### config.mk
export PLATFORM = sky130hd
export DESIGN_NAME = ip6mac_dp
export DESIGN_NICKNAME = d
export VERILOG_FILES = /design/src/hw/rtl/ipv6_prefix_to_mac_table_macros.svh /design/src/hw/rtl/ip6mac_pkg.sv /design/src/hw/rtl/ip6mac_dp.sv
export SDC_FILE = /design/constraint.sdc
export NUM_CORES = 2
export LEC_CHECK = 0
export BUFFER_PORTS_ARGS = -buffer_cell sky130_fd_sc_hd__buf_4
export CAP_MARGIN = 20
export CELL_PAD_IN_SITES_DETAIL_PLACEMENT = 2
export CELL_PAD_IN_SITES_GLOBAL_PLACEMENT = 2
export CORE_MARGIN = 2
export CORE_UTILIZATION = 47
export CTS_CLUSTER_SIZE = 40
export DETAILED_ROUTE_END_ITERATION = 8
export GPL_TIMING_DRIVEN = 0
export PLACE_DENSITY_LB_ADDON = 0.1
export SLEW_MARGIN = 20
export SYNTH_ARGS = -nofsm -noshare
export SYNTH_HDL_FRONTEND = slang
export SYNTH_MEMORY_MAX_BITS = 65536
export SYNTH_SLANG_ARGS = --single-unit
export TNS_END_PERCENT = 100
### constraint.sdc
create_clock -name clk -period 21.7 [get_ports clk]
set_clock_uncertainty 0.2 [all_clocks]
set_input_delay 0 -clock clk [delete_from_list [all_inputs] [get_ports clk]]
set_output_delay 0 -clock clk [all_outputs]
set_load 0.005 [all_outputs]
### src/hw/rtl/ipv6_prefix_to_mac_table_macros.svh
// ----------------------------------------------------------------------------
// ipv6_prefix_to_mac_table_macros.svh
// Assertion shorthands used by the prefix table controller.
// ----------------------------------------------------------------------------
`ifndef IPV6_PREFIX_TO_MAC_TABLE_MACROS_SVH
`define IPV6_PREFIX_TO_MAC_TABLE_MACROS_SVH

// same-cycle implication, held off during reset
`define IP6MAC_ASSERT_IMPL(label, clk, rst, ante, cons, msg) \
  label: assert property (@(posedge clk) disable iff (rst) (ante) |-> (cons)) else $error(msg);

// next-cycle implication, held off during reset
`define IP6MAC_ASSERT_NEXT(label, clk, rst, ante, cons, msg) \
  label: assert property (@(posedge clk) disable iff (rst) (ante) |=> (cons)) else $error(msg);

`endif

### src/hw/rtl/ip6mac_pkg.sv
`default_nettype none
// ----------------------------------------------------------------------------
// ip6mac_pkg
// Shared constants, codes and controller/datapath types for the prefix table.
// ----------------------------------------------------------------------------
package ip6mac_pkg;

  localparam int TABLE_DEPTH = 16;
  localparam int SLOT_W      = (TABLE_DEPTH > 1) ? $clog2(TABLE_DEPTH) : 1;
  localparam int CNT_W       = $clog2(TABLE_DEPTH + 1);

  localparam int CFG_W   = 5;
  localparam int INDEX_W = 4;
  localparam int HALF_W  = 64;
  localparam int MAC_W   = 48;

  localparam int PDATA_W = 32;
  localparam int PADDR_W = 3;
  localparam int REG_W   = PADDR_W - 2;

  // register indexes
  localparam logic [REG_W-1:0] REG_ENTRIES_IN_USE = 1'b0;

  // item opcodes
  localparam logic CMD_LOAD   = 1'b0;
  localparam logic CMD_LOOKUP = 1'b1;

  typedef struct packed {
    logic [HALF_W-1:0] prefix_hi;
    logic [HALF_W-1:0] prefix_lo;
    logic [HALF_W-1:0] mask_hi;
    logic [HALF_W-1:0] mask_lo;
    logic [MAC_W-1:0]  mac;
  } entry_t;

  typedef struct packed {
    logic              start;    // lookup accepted: latch key, clear best
    logic              load;     // load accepted: write entry
    logic              rd_en;    // read table at rd_addr
    logic [SLOT_W-1:0] rd_addr;
    logic              emit;     // move best match into output register
  } dp_cmd_t;

  typedef struct packed {
    logic out_free;              // output register can take a word this cycle
  } dp_stat_t;

endpackage
`default_nettype wire

### src/hw/rtl/ip6mac_dp.sv
`default_nettype none
// ----------------------------------------------------------------------------
// ip6mac_dp
// Entry memory, per-entry match/cover compare, best-match and output registers.
// ----------------------------------------------------------------------------
module ip6mac_dp import ip6mac_pkg::*; (
  input  wire logic               clk,
  input  wire logic               rst,
  input  wire dp_cmd_t            cmd,
  output dp_stat_t                stat,
  input  wire logic [INDEX_W-1:0] entry_index,
  input  wire logic [HALF_W-1:0]  addr_hi,
  input  wire logic [HALF_W-1:0]  addr_lo,
  input  wire logic [HALF_W-1:0]  mask_hi,
  input  wire logic [HALF_W-1:0]  mask_lo,
  input  wire logic [MAC_W-1:0]   entry_mac,
  input  wire logic               rsp_ready,
  output logic                    rsp_valid,
  output logic                    hit,
  output logic [MAC_W-1:0]        found_mac
);

  entry_t            mem [TABLE_DEPTH];
  entry_t            rd_data;
  logic              rd_valid;
  logic [HALF_W-1:0] key_hi;
  logic [HALF_W-1:0] key_lo;
  logic              found;
  logic [HALF_W-1:0] best_mask_hi;
  logic [HALF_W-1:0] best_mask_lo;
  logic [MAC_W-1:0]  best_mac;
  logic              wr_ok;
  logic              match;
  logic              covers;
  logic              take;

  // loads past the end of the table are dropped
  assign wr_ok = int'(entry_index) < TABLE_DEPTH;

  always_ff @(posedge clk) begin
    if (cmd.load && wr_ok) begin
      mem[SLOT_W'(entry_index)] <= '{prefix_hi: addr_hi, prefix_lo: addr_lo,
                                     mask_hi: mask_hi, mask_lo: mask_lo,
                                     mac: entry_mac};
    end
    if (cmd.rd_en) begin
      rd_data <= mem[cmd.rd_addr];
    end
  end

  assign match  = ~|((key_hi ^ rd_data.prefix_hi) & rd_data.mask_hi) &&
                  ~|((key_lo ^ rd_data.prefix_lo) & rd_data.mask_lo);
  assign covers = ((rd_data.mask_hi & best_mask_hi) == best_mask_hi) &&
                  ((rd_data.mask_lo & best_mask_lo) == best_mask_lo);
  // later entry wins when its mask covers the current best
  assign take   = rd_valid && match && (!found || covers);

  assign stat.out_free = !rsp_valid || rsp_ready;

  always_ff @(posedge clk) begin
    if (rst) begin
      rd_valid  <= 1'b0;
      found     <= 1'b0;
      rsp_valid <= 1'b0;
    end else begin
      rd_valid <= cmd.rd_en;
      if (cmd.start) begin
        found <= 1'b0;
      end else if (rd_valid && match) begin
        found <= 1'b1;
      end
      if (cmd.emit) begin
        rsp_valid <= 1'b1;
      end else if (rsp_ready) begin
        rsp_valid <= 1'b0;
      end
    end
  end

  always_ff @(posedge clk) begin
    if (cmd.start) begin
      key_hi <= addr_hi;
      key_lo <= addr_lo;
    end
    if (take) begin
      best_mask_hi <= rd_data.mask_hi;
      best_mask_lo <= rd_data.mask_lo;
      best_mac     <= rd_data.mac;
    end
    if (cmd.emit) begin
      hit       <= found;
      found_mac <= found ? best_mac : '0;
    end
  end

endmodule
`default_nettype wire

==> results of run 1 <==
-- kinds of logic after synthesis --
group	count (synthesis)
flip-flops	5524
XOR/XNOR	128
multiplexers	1520
AO/OA/AOI/OAI	198
buffers and inverters	431
AND/OR/NAND/NOR	258
-- per-stage QoR --
step / worst slack [ns] / instances
3_3_place_gp: -14.11 / 14160
2_1_floorplan: 7.186 / 8059
==> implementation parameters, run 1 <==
Parameter                              Value

Synthesis
  Largest cells by area after synthesis    sky130_fd_sc_hd__edfxtp_1, sky130_fd_sc_hd__mux4_2, sky130_fd_sc_hd__xor2_1
  Synth unique cells    35
  Number of cells produced by synthesis    8059
  Commonest cells in the netlist    sky130_fd_sc_hd__edfxtp_1, sky130_fd_sc_hd__mux4_2, sky130_fd_sc_hd__clkbuf_1
  Mux share of post-synthesis cell area    0.1647
  Fraction of synthesized cell area in xor and xnor cells    0.005452
  Post-Syn Area per Cell    25.52 um^2
  Fraction of the mapped netlist area in adder cells    0
  Dominant combinational cell family by area after synthesis    multiplexers
  Area fraction of the dominant cell type after synthesis    0.8062
  Syn_nets    8378
  EDFF count, synth    5521
  Synth Flop Type    sky130_fd_sc_hd__edfxtp_1
  Register bit count reported by yosys    5524
  Register area share after synthesis    0.8065
  Ys async rst share    0
  Library cell occupying the most area in the post-synthesis netlist    sky130_fd_sc_hd__edfxtp_1
  Number of warnings printed during yosys synthesis    0
  Fraction of the mapped netlist area in simple logic gates    0.007186
  Cell with the most instances after synthesis    sky130_fd_sc_hd__edfxtp_1
  Mapped cell area    205600 um^2
  Compound-Gate Fraction of Synth Area    0.006833

Outcome
  Tool error message    [ERROR DPL-0033] detailed placement checks failed during check placement.
  Terminating stage of the flow    detailed placement (3_5_place_dp)
  Outcome    stopped before the end

Die
  Placement row count    242
  Initial standard-cell utilization of the core    0.4726
  Die Y    665.5 um
  Chip width    665.5 um
  Number of top-level pins    370

Placed design
  Port Buf Inserts    between 300 and 400
  Placer congestion estimate    a little under 0.9
  HPWL Detailed    504200 um
==> run 2, diff against run 1 <==
- CELL_PAD_IN_SITES_DETAIL_PLACEMENT: 2 -> default
- CELL_PAD_IN_SITES_GLOBAL_PLACEMENT: 2 -> default
- CORE_UTILIZATION: 47 -> 40
- CTS_CLUSTER_SIZE: 40 -> default
- PLACE_DENSITY_LB_ADDON: 0.1 -> 0.15
- clock period: 21.7 -> 28.2 ns (I/O delays scaled with it)
==> implementation parameters, run 2 <==
Parameter                              Value

Clocking
  Hold buffers post-CTS    636
  Number of gates resized after cts    0
  Clock-pin slew reported for the worst setup and hold paths after clock tree synthesis    0.07 ns
  CTS tree    done
  Number of clock sinks    5524
  Cts bufs inserted    572
  Buffers from clock root to sink, at most    4
  Number of buffers inserted to repair setup after CTS    0
  Skew-Pair Late Insertion Delay    1.08 ns
  Number of levels the H-tree was split into    6
  Root Buffer Master    sky130_fd_sc_hd__clkbuf_16

STA
  Finish-stage setup viols    0
  Slew Limit Headroom    0.1629
  Number of hold violations in the final report    0
  RSZ-0062 raised after global routing    false
  Total negative setup slack    0 ns
  Slew of the pin with the lowest slew margin    between 1 and 1.5 ns
  Post-route fraction of the period consumed by the critical path    0.2020
  Number of max-slew violations in the final report    0
  Fmax achieved    around 180 MHz
  Final period demand of the worst path    5.698 ns

Detailed routing
  ANT nets after route    0
  Drc violations    0
  Number of detailed-routing iterations run before antenna repair    7
  WL/cell    34.73 um
  Overall via count from detail_route    98640
  DRT Wirelength    between 600000 and 700000 um
  Via density    5.652
  Initial DRC count    11400

Worst setup path
  FF-to-FF setup slack    22.50 ns
  Cell with the most instances on the worst path    sky130_fd_sc_hd__buf_4
  Worst path slowest cell    sky130_fd_sc_hd__a22oi_1
  Bufs and invs on worst path    10
  Sequence of cells on the critical path    a22oi_1 -> nand4_1 -> or4_1 -> nor3_2 -> buf_4 -> buf_4 -> buf_4 -> buf_6 -> buf_4 -> buf_6 -> buf_4 -> buf_4 -> buf_6 -> buf_4
  Critical path class    reg2reg
  Worst EP required    28.76 ns
  Kind of launch point of the worst setup path    register
  Critical path capture point type    register
  Worst path top cell family by delay    buffers and inverters
  Biggest fanout along the worst timing path    11
  Arrival time at the worst endpoint    between 6 and 7 ns
  Worst path max stage delay    1.02 ns

Synthesis
  Cell with the most instances after synthesis    sky130_fd_sc_hd__edfxtp_1
  Number of cells produced by synthesis    8059 (unchanged)
  Synth unique cells    35 (unchanged)
  Post-Syn Area per Cell    25.52 um^2 (unchanged)
  Library cell occupying the most area in the post-synthesis netlist    sky130_fd_sc_hd__edfxtp_1
  Ys async rst share    0 (unchanged)
  Register bit count reported by yosys    5524 (unchanged)
  Syn_nets    8378 (unchanged)
  Register area share after synthesis    0.8065 (unchanged)
  EDFF count, synth    5521 (unchanged)
  Mapped cell area    205600 um^2 (unchanged)
  Synth Flop Type    sky130_fd_sc_hd__edfxtp_1
  Number of warnings printed during yosys synthesis    0 (unchanged)
  Area fraction of the dominant cell type after synthesis    0.8062 (unchanged)
  Largest cells by area after synthesis    sky130_fd_sc_hd__edfxtp_1, sky130_fd_sc_hd__mux4_2, sky130_fd_sc_hd__xor2_1
  Commonest cells in the netlist    sky130_fd_sc_hd__edfxtp_1, sky130_fd_sc_hd__mux4_2, sky130_fd_sc_hd__clkbuf_1

Cells and area
  Share of cells above drive strength 1    0.3213
  Layout Nets    roughly 11000
  Post-route insts no fill    17450
  Most frequent cells in the layout    sky130_fd_sc_hd__edfxtp_1, sky130_fd_sc_hd__mux4_2, sky130_fd_sc_hd__dlygate4sd3_1
  Fillers    roughly 40000
  Top flop regs    mem (4864), rd_data (304)
  Utilization after layout    0.4892
  Post-synthesis to final-layout area growth    21.97%
  Top reg by flops    mem
  Flip-flop count of the largest register, all copies and words added    4864
  Post-route cell area    250800 um^2
  Commonest non-fill, non-tap cell in the layout    sky130_fd_sc_hd__edfxtp_1

GRT
  Antenna violations before repair    172
  Leftover overflow at the end of global routing    0
  Maximum number of pins on one net before global-route repair    71
  Number of global-route vias before repair    100500
  Global-route wire length before repair    827700 um
  Combined global-route utilization of all metal layers    0.2304

Placed design
  Port Buf Inserts    365 (unchanged)
  Placer congestion estimate    0.8984 (+1.7%)
  HPWL Detailed    414900 um (-18%)
  Cell count after placement    15760
  DP Area    between 200000 and 250000 um^2

Job
  Maxcap violations    0

Die
  Initial standard-cell utilization of the core    0.4011 (-0.07151)
  Placement row count    263 (+8.7%)
  Die Y    721 um (+8.3%)
  Chip width    721 um (+8.3%)
  Core area    512700 um^2
  Number of top-level pins    370 (unchanged)
  Die outline area    just over 500000 um^2

Power
  Peak supply drop    0.06263 mV
  Total power density per cell area    just over 70 nW/um^2
  Total leakage power    slightly above 80 nW
  Total power after layout    around 18 mW

Outcome
  Outcome    finished clean

Worst hold path
  Hold Path Class    in2reg
==> run 2: layout make-up <==
| class | count | area (um^2) | area share |
|---|---|---|---|
| Multi-Input combinational cell | 2104 | 38110 | 0.1520 |
| Sequential cell | 5524 | 165800 | 0.6612 |
| Antenna cell | 41 | 102.6 | 0.0004091 |
| Tap cell | 6757 | 8454 | 0.03371 |
| Buffer | 353 | 1689 | 0.006734 |
| Clock inverter | 290 | 2648 | 0.01056 |
| Timing Repair Buffer | 1579 | 18300 | 0.07298 |
| Inverter | 78 | 292.8 | 0.001167 |
| Clock buffer | 727 | 15360 | 0.06125 |
==> run 2: logic make-up (layout without fill, tap and decap cells) <==
kind of cell,count (synthesis),in the layout,synth area share
DFF,5524,5524,0.8065
muxes,1520,1520,0.1647
buffers and inverters,431,3027,0.009303
and+or+nand+nor,258,258,0.007186
AOI/OAI and AO/OA,198,198,0.006833
xor gates and xnor gates,128,128,0.005452
other,0,41,0
==> run 2: worst reg2reg max path: cells and delay by family (launching register included) <==
kind / cells / cell delay [ns]
AO/OA/AOI/OAI: 1 / 1.04
buffers and inverters: 10 / 2.07
AND/OR/NAND/NOR: 3 / 1.41
flip-flops: 1 / 0.70
==> run 2: worst paths after layout <==
check	startpoint	endpoint	depth (start not counted)
max	rd_data[57]	best_mac[42]	14
min	entry_index[2]	mem[14][104]	4
max reg2reg	rd_data[57]	best_mac[42]	14
min reg2reg	rd_data[20]	best_mac[20]	0
==> run 2: metal layers <==
layer  part of all wire  vias up  global-route usage
met4              0.024       76             0.05012
met1               0.41    54360              0.3118
met5            0.00082        -                   0
met2               0.51     3786              0.3956
li1                   -    39490                   -
met3              0.063      931             0.03687
==> run 2: power breakdown <==
part	total, mW	switching [mW]	internal (mW)
Clock	7.35	3.11	4.24
Sequential	9.36	0.0958	9.26
Combinational	1.10	0.650	0.452
Total	17.8	3.85	14.0
==> run 2: through the flow <==
step | setup WS (ns) | hold WS, ns
5_1_grt | 22.45 | 0.07128
6_report | 22.50 | 0.09660
2_1_floorplan | 5.703 | -0.1309
3_5_place_dp | 22.49 | 0.05018
3_3_place_gp | -29.87 | 0.08156
4_1_cts | 22.49 | 0.01257
No activity file was read; power rests on OpenSTA's default activity.
