`config.mk`:
```
export PLATFORM = sky130hd
export DESIGN_NAME = ip6mac_ctrl
export DESIGN_NICKNAME = d
export VERILOG_FILES = /design/src/hw/rtl/ip6mac_pkg.sv /design/src/hw/rtl/ip6mac_ctrl.sv
export VERILOG_INCLUDE_DIRS = /design/src /design/src/hw/rtl
export SDC_FILE = /design/constraint.sdc
export NUM_CORES = 1
export LEC_CHECK = 0
export ABC_AREA = 1
export BUFFER_PORTS_ARGS = -buffer_cell sky130_fd_sc_hd__buf_2
export CAP_MARGIN = 10
export CORE_AREA = 5 5 42 44
export DETAILED_ROUTE_END_ITERATION = 12
export DIE_AREA = 0 0 47 49
export HOLD_SLACK_MARGIN = 0.06
export PLACE_DENSITY = 0.73
export RECOVER_POWER = 100
export SETUP_SLACK_MARGIN = 0.5
export SLEW_MARGIN = 20
export SYNTH_ARGS = -nofsm -noshare
export SYNTH_HDL_FRONTEND = slang
export SYNTH_SLANG_ARGS = --single-unit
```
`constraint.sdc`:
```
create_clock -name clk -period 2.1 [get_ports clk]
set_input_delay 0.105 -clock clk [delete_from_list [all_inputs] [get_ports clk]]
set_output_delay 0.105 -clock clk [all_outputs]
set_load 0.01 [all_outputs]
```
`src/hw/rtl/ipv6_prefix_to_mac_table_macros.svh`:
```
// ----------------------------------------------------------------------------
// ipv6_prefix_to_mac_table_macros.svh
// Assertion shorthands used by the prefix table controller.
// ----------------------------------------------------------------------------
`ifndef IPV6_PREFIX_TO_MAC_TABLE_MACROS_SVH
`define IPV6_PREFIX_TO_MAC_TABLE_MACROS_SVH

// same-cycle implication, held off during reset
`define IP6MAC_ASSERT_IMPL(label, clk, rst, ante, cons, msg) \
  label: assert property (@(posedge clk) disable iff (rst) (ante) |-> (cons)) else $error(msg);

// next-cycle implication, held off during reset
`define IP6MAC_ASSERT_NEXT(label, clk, rst, ante, cons, msg) \
  label: assert property (@(posedge clk) disable iff (rst) (ante) |=> (cons)) else $error(msg);

`endif

```
`src/hw/rtl/ip6mac_pkg.sv`:
```
`default_nettype none
// ----------------------------------------------------------------------------
// ip6mac_pkg
// Shared constants, codes and controller/datapath types for the prefix table.
// ----------------------------------------------------------------------------
package ip6mac_pkg;

  localparam int TABLE_DEPTH = 16;
  localparam int SLOT_W      = (TABLE_DEPTH > 1) ? $clog2(TABLE_DEPTH) : 1;
  localparam int CNT_W       = $clog2(TABLE_DEPTH + 1);

  localparam int CFG_W   = 5;
  localparam int INDEX_W = 4;
  localparam int HALF_W  = 64;
  localparam int MAC_W   = 48;

  localparam int PDATA_W = 32;
  localparam int PADDR_W = 3;
  localparam int REG_W   = PADDR_W - 2;

  // register indexes
  localparam logic [REG_W-1:0] REG_ENTRIES_IN_USE = 1'b0;

  // item opcodes
  localparam logic CMD_LOAD   = 1'b0;
  localparam logic CMD_LOOKUP = 1'b1;

  typedef struct packed {
    logic [HALF_W-1:0] prefix_hi;
    logic [HALF_W-1:0] prefix_lo;
    logic [HALF_W-1:0] mask_hi;
    logic [HALF_W-1:0] mask_lo;
    logic [MAC_W-1:0]  mac;
  } entry_t;

  typedef struct packed {
    logic              start;    // lookup accepted: latch key, clear best
    logic              load;     // load accepted: write entry
    logic              rd_en;    // read table at rd_addr
    logic [SLOT_W-1:0] rd_addr;
    logic              emit;     // move best match into output register
  } dp_cmd_t;

  typedef struct packed {
    logic out_free;              // output register can take a word this cycle
  } dp_stat_t;

endpackage
`default_nettype wire

```
`src/hw/rtl/ip6mac_ctrl.sv`:
```
`default_nettype none
// ----------------------------------------------------------------------------
// ip6mac_ctrl
// Sequencer: takes request words, steps the table scan, hands off the result.
// ----------------------------------------------------------------------------
`include "ipv6_prefix_to_mac_table_macros.svh"

module ip6mac_ctrl import ip6mac_pkg::*; (
  input  wire logic             clk,
  input  wire logic             rst,
  input  wire logic             req_valid,
  input  wire logic             req_cmd,
  output logic                  req_ready,
  input  wire logic [CNT_W-1:0] count_eff,
  input  wire dp_stat_t         stat,
  output dp_cmd_t               cmd
);

  localparam logic [1:0] ST_IDLE  = 2'd0;
  localparam logic [1:0] ST_SCAN  = 2'd1;
  localparam logic [1:0] ST_DRAIN = 2'd2;
  localparam logic [1:0] ST_EMIT  = 2'd3;

  logic [1:0]        state;
  logic [1:0]        state_next;
  logic [SLOT_W-1:0] idx;
  logic [SLOT_W-1:0] idx_next;
  logic              last;

  assign last = (int'(idx) + 1) == int'(count_eff);

  always_comb begin
    state_next  = state;
    idx_next    = idx;
    req_ready   = 1'b0;
    cmd         = '0;
    cmd.rd_addr = idx;
    unique case (state)
      ST_IDLE: begin
        req_ready = 1'b1;
        if (req_valid) begin
          if (req_cmd == CMD_LOOKUP) begin
            cmd.start  = 1'b1;
            idx_next   = '0;
            state_next = (count_eff == '0) ? ST_EMIT : ST_SCAN;
          end else begin
            cmd.load = 1'b1;
          end
        end
      end
      ST_SCAN: begin
        cmd.rd_en = 1'b1;
        if (last) begin
          state_next = ST_DRAIN;
        end else begin
          idx_next = idx + 1'b1;
        end
      end
      ST_DRAIN: begin
        // last read word is compared this cycle
        state_next = ST_EMIT;
      end
      ST_EMIT: begin
        if (stat.out_free) begin
          cmd.emit   = 1'b1;
          state_next = ST_IDLE;
        end
      end
      default: begin
        state_next = ST_IDLE;
      end
    endcase
  end

  always_ff @(posedge clk) begin
    if (rst) begin
      state <= ST_IDLE;
      idx   <= '0;
    end else begin
      state <= state_next;
      idx   <= idx_next;
    end
  end

  `IP6MAC_ASSERT_IMPL(a_scan_in_range, clk, rst, state == ST_SCAN, int'(idx) < int'(count_eff), "scan index past entry count")
  `IP6MAC_ASSERT_NEXT(a_lookup_busy, clk, rst, req_valid && req_ready && req_cmd == CMD_LOOKUP, !req_ready, "lookup did not start a scan")
  `IP6MAC_ASSERT_NEXT(a_load_single, clk, rst, req_valid && req_ready && req_cmd == CMD_LOAD, req_ready, "load did not finish in one cycle")

endmodule
`default_nettype wire

```
Yosys cells after proc, flatten, opt, wreduce, memory -nomap -nowiden

Index checks and enable logic that the tools add are counted.

Output and inout port bits: 9
Flip-flop bits (word level): 6

Multiplexer cells: 18
Add/subtract/negate cells: 2
Reductions and logical operators: 5
Equality and inequality tests: 9

Operators with widths:

| operator                                                        | count |
|---|---|
| 2-bit 2-to-1 mux                                                | 7 |
| 4-bit 2-to-1 mux                                                | 3 |
| 2-bit inequality test, second input constant                    | 5 |
| 2-bit case mux with 4 select lines                              | 1 |
| 4-bit case mux with 2 select lines                              | 1 |
| 4-bit AND reduction                                             | 2 |
| 1-bit 2-to-1 mux                                                | 6 |
| 4-bit by 1-bit adder with 5-bit output, second input constant   | 1 |
| 5-bit == test                                                   | 1 |
| 5-bit zero test                                                 | 1 |
| 4-bit by 1-bit adder with 4-bit output, second input constant   | 1 |
| 2-bit == test, second input constant                            | 2 |
| 2-bit by 1-bit == test with 1-bit output, second input constant | 1 |
| 2-bit zero test                                                 | 1 |
| 2-bit nonzero test                                              | 1 |

Depth between registers and ports, before layout

Gate-level depths: netlist of run 1.

Depth in word-level cells: 5
Depth in mapped cells: 12
Mapped depth without buffers: 12

Worst setup path after synthesis of run 1

OpenSTA, ideal clock, no wires.

Path type: register to register
Start point: register idx[0]
End point: register idx[0]
Buffers on the path: 0
Setup time: 0.113 ns
Required time: 1.987 ns
Cell stages (with the launch flop): 10
Arrival time: 1.447 ns
Setup slack: 0.540 ns
Clock period less this slack: 1.560 ns
Path through: dfxtp_1 ha_1 xnor2_1 nand3_1 nor2_2 nand3_2 nand3_2 nand2_1 nand2_1 nor2_1

Word-level cells in the longest chain between the ends: 4
Elaborated cells on any way between the ends: 7
Those cells by class: add/sub: 2; eq/ne: 2; mux: 2; reduce/logical: 1

RTL lines:

| what                                   | line              | text |
|---|---|---|
| start, declared                        | ip6mac_ctrl.sv:26 | `logic [SLOT_W-1:0] idx;` |
| start signal, assigned                 | ip6mac_ctrl.sv:81 | `idx <= idx_next;` |
| 4-bit by 1-bit adder with 5-bit output | ip6mac_ctrl.sv:30 | `assign last = (int'(idx) + 1) == int'(count_eff);` |
| 5-bit == test                          | ip6mac_ctrl.sv:30 |  |
| 2-bit inequality test (no source line) | n/a               |  |
| 4-bit AND reduction (no source line)   | n/a               |  |

Parallel ways exist; a longest one is shown, timed or not. The select of a mux whose other input is x is not followed.
A chain may end at the register's enable or synchronous reset.

Final worst setup path of run 1

Start point: register idx[0]
End point: register idx[3]

Same word-level chain as after synthesis.

==> out/metrics.csv, run 1 <==
stage,metric,value,unit
run_status,outcome,completed,
sta,worstMarginPinSlew,0.263,ns
synthesis,yosysUniqueCellTypes,15,
global_routing,grt_pass1_vias,545,
clocking,post-cts-setup-buffers,0,
clocking,cts.sinks,6,
synthesis,synth-seq-cells,6,
synthesis,avgSynthCellArea,6.00,µm²
placement,post-place-ws,0.493,ns
die,die-width,47,µm
clocking,clkLatencyLatePin,0.24,ns
synthesis,async_flop_share,0,
synthesis,synth-edff-count,0,
sta,holdWs,0.178,ns
pwr,ir_drop,0.511,mV
synthesis,synthDominantCellAreaShare,0.196,
synthesis,syn_inst,102,
drt,first_iter_violations,21,
pwr,p_total,785,µW
sta,rsz0062_at_grt,false,
layout,final_core_util,0.533,
global_routing,grt_pass1_wl,2.19,mm
sta,fin_crit,1.64,ns
die,rows,14,
setup_path,worstPathRequired,2.23,ns
drt,drt_pass1_iterations,4,
global_routing,antenna_found_initial,0,
drt,routed_wl,1.42,mm
global_routing,grt.overflow.total,0,
placement,place.gp.congestion,0.879,
synthesis,synth.area.top_cells,"dfxtp_1, nand2_1, inv_1, ha_1, nand3_1",
layout,final_area,747,µm²
synthesis,synth_area_leader_cell,dfxtp_1,
pwr,p_per_area,1050,nW/µm²
sta,setup_slack,0.459,ns
clocking,root_buffer,clkbuf_4,
sta,fin_tns_setup,0,ns
global_routing,grt_start_max_net_pins,9,
layout,fin_cells,139,
die,initial_core_util,0.437,
setup_path,critPathMaxFanout,8,
placement,port-buffer-count,18,
setup_path,endpoint_kind,flip-flop,
clocking,cts_buffers,3,
setup_path,arrival,1.77,ns
sta,finalHoldViolations,0,
die,die_h,49,µm
sta,drv_slew,0,
sta,finalSetupViolations,0,
clocking,clk_pin_slew_worst_paths,0.04,ns
drt,drc,0,
drt,vias,675,
placement,dp_hpwl,1.17,mm
synthesis,syn_nets,117,
drt,postRouteAntennaNets,0,
die,coreArea,1400,µm²
layout,drive_above_1_share,0.187,
synthesis,seq_area_frac_synth,0.196,
placement,dp.cells,136,
drt,viasPerCell,4.86,
sta,finClkSkew,0.000539,ns
worst_hold_path,min_path_type,primary input to flip-flop,
synthesis,yosysWarningCount,0,
synthesis,synth_common_cells,"nand2_1, inv_1, nor2_1",
clocking,clk_path_buf_depth,2,
layout,antenna_cells,0,
layout,area_growth,22.1,%
synthesis,synth.most_common_cell,nand2_1,
die,die-area,2300,µm²
layout,final_nets,140,
clocking,cts_tree,yes,
drt,routedWlPerCell,10.2,µm
sta,fmax,609,MHz
sta,relSlewSlack,0.825,
placement,dpl-instance-area,722,µm²
synthesis,synth_flop_cell,dfxtp_1,
pwr,cellLeakagePower,0.426,nW
run,maxCapViolations,0,
sta,timing.final.crit_share,0.782,
synthesis,synth_area,612,µm²
global_routing,grt_use_total,0.125,
setup_path,startpoint_type,flip-flop,
clocking,cts_htree_levels,1,
clocking,ctsHoldBuffers,0,
setup_path,critPathKind,flip-flop to flip-flop,
die,ios,19,
## report_power, final
group	internal, mW	total, mW	switching [mW]	leakage, nW
Combinational	0.190	0.487	0.297	0.363
Sequential	0.150	0.196	0.0460	0.0495
Clock	0.0644	0.103	0.0385	0.0138
Total	0.404	0.785	0.382	0.426
## metal layers
layer / GRT usage / wire length, µm / part of all wire / vias up
met5: 0 / 0 / 0 / -
met4: 0.0276 / 0 / 0 / 0
met3: 0.0443 / 74 / 0.052 / 0
met2: 0.201 / 732 / 0.51 / 17
met1: 0.156 / 615 / 0.43 / 293
li1: - / - / - / 365
## final timing paths
kind | from | end | slack [ns] | depth (start not counted)
max | idx[0]$_SDFFE_PP0P_ | idx[3]$_SDFFE_PP0P_ | 0.46 | 10
min | rst | idx[0]$_SDFFE_PP0P_ | 0.18 | 4
max reg2reg | idx[0]$_SDFFE_PP0P_ | idx[3]$_SDFFE_PP0P_ | 0.46 | 10
min reg2reg | state[0]$_SDFFE_PP0P_ | state[0]$_SDFFE_PP0P_ | 0.53 | 2
## cells by family (layout without fill, tap and decap cells)
group,Yosys count,after routing,synth area share
flops,6,6,0.196
simple gates,63,63,0.487
xor+xnor,1,1,0.0143
fa+ha+maj,5,5,0.102
buf+inv,22,43,0.135
compound gates,5,5,0.0654
## critical path, stage by stage, from the launching register on
cell,delay (ns)
dfxtp_1,0.44
ha_1,0.25
nand2_1,0.11
nand3_1,0.13
nand3_1,0.08
nor2_1,0.13
nand3_2,0.12
nand3_4,0.11
nand2_1,0.06
nand2_1,0.05
nor2_1,0.04
## final cells by class
class                   count  area (µm²)
flip-flops and latches      6         120
clock buffers               3        22.5
repair buffers             18        82.6
multi-input cells          74         419
fillers                   146         654
well taps                  16        20.0
inverters                  22        82.6
## placed cells by master, fill, tap and decap left out, drive strengths merged
cell type	n
dfxtp	6
clkbuf	9
nor2	14
buf	12
nand2	28
inv	22
ha	5
o21ai	1
a32oi	1
nor3	2
xnor2	1
nand4	6
nand3	13
a21oi	3
## repair_timing
action	4_1_cts	5_1_grt
resized for setup	1	6
endpoints found under the setup margin	5	7
pin swaps	0	3
## sequential cells by signal, indices dropped and copies added, names as in the netlist
name and cells:
idx 4, state 2
Power figures use the tool's default switching activity.
==> run 2, diff against run 1 <==
==> constraint.sdc (replaced) <==
create_clock -name clk -period 1.6 [get_ports clk]
set_input_delay 0.08 -clock clk [delete_from_list [all_inputs] [get_ports clk]]
set_output_delay 0.08 -clock clk [all_outputs]
set_load 0.01 [all_outputs]
==> run 2 against run 1 <==
  * Sequential power rose by 42%
  * Flip-flop and latch count stayed put
  * Core utilization increased by 13 points
  * Sequential share of layout area down 1.9 points
  * First-iteration DRC count fell by 9.5%
  * Routed wire length rose by 29%
==> out/metrics.csv, run 2 (synthesized netlist as in run 1, its figures left out) <==
stage,metric,value,unit
die,initial_core_util,0.437,
drt,viasPerCell,4.99,
setup_path,ff2ff_setup_slack,0.12,ns
sta,finalHoldViolations,0,
layout,top_register,idx,
setup_path,worstReg2RegEnd,idx[3]$_SDFFE_PP0P_,
layout,largest_register_ffs,4,
layout,fillCellCount,137,
global_routing,grt_pass1_vias,692,
setup_path,arrival,1.62,ns
layout,drive_above_1_share,0.455,
sta,drv_slew,0,
sta,timing.final.crit_share,0.923,
die,die-width,47,µm
sta,worstMarginPinSlew,0.214,ns
clocking,clk_path_buf_depth,2,
die,rows,14,
setup_path,worstPathRequired,1.74,ns
placement,dp_hpwl,1.20,mm
drt,routedWlPerCell,12.4,µm
worst_hold_path,min_path_type,primary input to flip-flop,
layout,final_nets,149,
setup_path,r2r_cells,9,
drt,postRouteAntennaNets,0,
placement,place.gp.congestion,0.826,
drt,drc,0,
layout,area_growth,52.4,%
pwr,ir_drop,0.918,mV
global_routing,grt.overflow.total,0,
die,coreArea,1400,µm²
global_routing,grt_start_max_net_pins,9,
setup_path,critPathLaunch,idx[0]$_SDFFE_PP0P_,
setup_path,endpoint_kind,flip-flop,
die,die_h,49,µm
clocking,root_buffer,clkbuf_4,
layout,antenna_cells,0,
sta,fin_tns_setup,0,ns
run,maxCapViolations,0,
drt,drt_pass1_iterations,4,
setup_path,crit_path_end,idx[3]$_SDFFE_PP0P_,
setup_path,startpoint_type,flip-flop,
clocking,cts_htree_levels,1,
global_routing,grt_use_total,0.176,
global_routing,grt_pass1_wl,2.97,mm
drt,first_iter_violations,19,
clocking,ctsHoldBuffers,0,
layout,final_area,932,µm²
sta,finalSetupViolations,0,
global_routing,antenna_found_initial,0,
layout,final_common_cell,nand2_1,
clocking,cts.sinks,6,
sta,finClkSkew,0.00520,ns
drt,vias,738,
sta,fmax,677,MHz
sta,rsz0062_at_grt,true,
layout,largestRegisters,"idx (4), state (2)",
pwr,cellLeakagePower,0.483,nW
setup_path,reg2reg_from,idx[0]$_SDFFE_PP0P_,
setup_path,critPathMaxFanout,6,
setup_path,critPathKind,flip-flop to flip-flop,
die,ios,19,
clocking,clk_pin_slew_worst_paths,0.05,ns
clocking,cts_tree,yes,
clocking,clkLatencyLatePin,0.24,ns
pwr,p_per_area,1430,nW/µm²
die,die-area,2300,µm²
placement,port-buffer-count,18,
clocking,cts_buffers,3,
placement,dpl-instance-area,749,µm²
drt,routed_wl,1.83,mm
layout,layout_common_cells,"nand2_1, inv_1, buf_2, nor2_1, nand3_2",
run_status,outcome,completed,
sta,relSlewSlack,0.857,
sta,fin_crit,1.48,ns
[run 2: changes by cell type in the layout (fill, tap and decap cells not counted), moves of 3 or more]
| cell | change |
|---|---|
| clkbuf_1 | -3 |
| nand3_2 | +6 |
| dfxtp_1 | -4 |
| buf_2 | +3 |
| buf_4 | +7 |
| dfxtp_4 | +3 |
| ha_1 | -4 |
| nand3_1 | -5 |
| inv_2 | +3 |
| ha_4 | +4 |
| inv_1 | -6 |
[run 2: layer usage]
layer	GRT usage	routed length, µm	share of wire
met5	0	0	0
met2	0.312	1030	0.56
met3	0.0738	116	0.063
met4	0.0461	19	0.010
met1	0.181	672	0.37
[run 2: worst min path at each step]
| stage | startpoint | end | slack, ns | cells after the start |
|---|---|---|---|---|
| floorplan | req_cmd | cmd[6] | 0.21 | 1 |
| CTS | rst | idx[0]$_SDFFE_PP0P_ | 0.14 | 4 |
| global route | rst | idx[0]$_SDFFE_PP0P_ | 0.16 | 4 |
| global placement | rst | idx[0]$_SDFFE_PP0P_ | 0.40 | 4 |
| detailed placement | rst | idx[0]$_SDFFE_PP0P_ | 0.40 | 4 |
| finish | rst | idx[0]$_SDFFE_PP0P_ | 0.14 | 4 |
[run 2: timing repair]
action                                  4_1_cts  5_1_grt
endpoints found under the setup margin       10       11
pin swaps                                    11        6
buffers inserted                              7        2
resized for setup                            23        8
[run 2: critical path: stages, from the launching register on]
cell     delay [ns]
dfxtp_4        0.35
ha_4           0.28
xnor2_2        0.11
nand3_2        0.11
nor2_2         0.13
nand3_2        0.09
nand3_2        0.13
nand2_1        0.07
nand2_1        0.06
nor2_1         0.03
[run 2: through the flow]
stage | utilization | setup slack, ns | hold WS (ns) | instances | total power [mW]
global placement | 0.535 | 0.144 | 0.397 | 136 | 0.914
detailed placement | 0.535 | 0.136 | 0.395 | 136 | 0.926
global route | 0.665 | 0.0317 | 0.161 | 148 | 1.46
CTS | 0.650 | 0.175 | 0.137 | 146 | 1.30
floorplan | - | 0.224 | 0.214 | 102 | 0.757
finish | 0.665 | 0.123 | 0.138 | 148 | 1.33
[run 2: area by class of cell]
class | instances | area (µm²) | share of cell area
clock buffer | 3 | 22.5 | 0.0242
inverter | 22 | 88.8 | 0.0953
multi-input combinational | 74 | 507 | 0.544
sequential | 6 | 133 | 0.142
tap | 16 | 20.0 | 0.0215
timing repair buffer | 27 | 161 | 0.173
[run 2: power by group]
part | internal (mW) | switching (mW) | total [mW]
sequential | 0.210 | 0.0685 | 0.279
clock | 0.0847 | 0.0523 | 0.137
combinational | 0.411 | 0.507 | 0.918
==> run 3, diff against run 2 <==
--- a/config.mk
+++ b/config.mk
@@ -15,6 +15,7 @@
 export HOLD_SLACK_MARGIN = 0.06
 export PLACE_DENSITY = 0.73
 export RECOVER_POWER = 100
+export REMOVE_ABC_BUFFERS = 1
 export SETUP_SLACK_MARGIN = 0.5
 export SLEW_MARGIN = 20
 export SYNTH_ARGS = -nofsm -noshare
==> run 3 against run 2 <==
  * Total power down 0.38%
  * Combinational power about the same
  * Routed wire length decreased by 7.7%
  * Hold slack better by 0.0066 ns
  * Register-to-register slack gained 0.02 ns
==> out/metrics.csv, run 3 (synthesized netlist as in run 1, its figures left out) <==
stage,metric,value,unit
die,die-area,2300,µm²
layout,top_register,idx,
setup_path,worst-path-buf-inv,1,
die,initial_core_util,0.437,
layout,drive_above_1_share,0.419,
setup_path,worstPathRequired,1.73,ns
layout,layout_common_cells,"nand2_1, inv_1, nor2_1, buf_2, nand3_2",
setup_path,arrival,1.59,ns
clocking,cts_tree,yes,
drt,drt_pass1_iterations,5,
placement,dp_hpwl,1.21,mm
setup_path,endpoint_kind,flip-flop,
global_routing,antenna_found_initial,0,
layout,area_growth,51.5,%
setup_path,path_delay_family,simple AND/OR/NAND/NOR gates,
global_routing,grt_pass1_vias,745,
sta,fin_tns_setup,0,ns
sta,worstMarginPinSlew,0.239,ns
sta,fmax,685,MHz
sta,finalSetupViolations,0,
die,ios,19,
placement,place.gp.congestion,0.789,
worst_hold_path,min_path_type,primary input to flip-flop,
sta,finClkSkew,0.00435,ns
sta,fin_crit,1.46,ns
layout,final_core_util,0.662,
clocking,cts_buffers,3,
clocking,root_buffer,clkbuf_4,
drt,postRouteAntennaNets,0,
die,rows,14,
sta,relSlewSlack,0.840,
pwr,p_total,1.33,mW
pwr,cellLeakagePower,0.475,nW
setup_path,path_cells,ha_4 -> xnor2_4 -> nand3_2 -> nor2_1 -> nand3_2 -> nand3_4 -> nand2_1 -> inv_1 -> nor2_1,
clocking,cts_htree_levels,1,
setup_path,max_stage_delay,0.33,ns
sta,setup_slack,0.141,ns
clocking,ctsHoldBuffers,0,
setup_path,critPathMaxFanout,6,
placement,port-buffer-count,18,
setup_path,critPathKind,flip-flop to flip-flop,
layout,antenna_cells,0,
run,maxCapViolations,0,
global_routing,grt.overflow.total,0,
clocking,clk_pin_slew_worst_paths,0.05,ns
pwr,ir_drop,0.768,mV
pwr,p_per_area,1430,nW/µm²
placement,post-place-ws,0.109,ns
setup_path,critPathSlowestCell,dfxtp_2,
layout,final_nets,146,
global_routing,grt_start_max_net_pins,9,
layout,final_common_cell,nand2_1,
drt,first_iter_violations,7,
die,coreArea,1400,µm²
die,die-width,47,µm
layout,largest_register_ffs,4,
clocking,cts.sinks,6,
global_routing,grt_use_total,0.164,
global_routing,grt_pass1_wl,2.94,mm
sta,rsz0062_at_grt,true,
sta,drv_slew,0,
layout,largestRegisters,"idx (4), state (2)",
drt,routed_wl,1.69,mm
sta,timing.final.crit_share,0.912,
run_status,outcome,completed,
clocking,clk_path_buf_depth,2,
setup_path,startpoint_type,flip-flop,
drt,routedWlPerCell,11.7,µm
clocking,clkLatencyLatePin,0.24,ns
drt,vias,725,
drt,drc,0,
drt,viasPerCell,5.00,
sta,finalHoldViolations,0,
die,die_h,49,µm
## run 3: through the flow
step / hold WS (ns) / std cells / instance area, µm²
6_report: 0.145 / 145 / 927
2_1_floorplan: 0.214 / 102 / 612
5_1_grt: 0.154 / 145 / 927
3_5_place_dp: 0.399 / 139 / 744
4_1_cts: 0.143 / 145 / 896
3_3_place_gp: 0.399 / 139 / 744
## run 3: path summary, 6_finish.rpt
| kind | startpoint | endpoint | slack (ns) | cells after the start |
|---|---|---|---|---|
| worst max-delay path | idx[0]$_SDFFE_PP0P_ | idx[2]$_SDFFE_PP0P_ | 0.14 | 9 |
| worst min register to register | state[0]$_SDFFE_PP0P_ | state[0]$_SDFFE_PP0P_ | 0.64 | 3 |
| worst min-delay path | rst | idx[0]$_SDFFE_PP0P_ | 0.14 | 4 |
| worst max register to register | idx[0]$_SDFFE_PP0P_ | idx[2]$_SDFFE_PP0P_ | 0.14 | 9 |
## run 3: layout make-up
class / count / area (µm²)
Multi-Input combinational cell: 74 / 523
Fill cell: 130 / 474
Timing Repair Buffer: 24 / 144
Sequential cell: 6 / 128
Inverter: 22 / 90.1
Clock buffer: 3 / 22.5
Tap cell: 16 / 20.0
## run 3: worst min-delay path: stages
cell     delay (ns)
buf_2          0.07
inv_1          0.08
nand2_1        0.08
nor2_1         0.03
## run 3: routing by layer
layer	share of wire	GRT usage	wire (µm)
met5	0	0	0
met4	0.0047	0.0369	8
met3	0.027	0.0443	45
met2	0.58	0.294	988
met1	0.38	0.182	650
## run 3: power breakdown
part	leakage [nW]	switching, mW	total (mW)	internal [mW]
sequential	0.0512	0.0693	0.276	0.206
clock	0.0138	0.0510	0.136	0.0846
combinational	0.410	0.502	0.918	0.416
total	0.475	0.622	1.33	0.708
## run 3: what timing repair did
item,CTS,global route
resized for setup,27,13
pin swaps,6,5
setup buffers,3,0
endpoints found under the setup margin,10,11
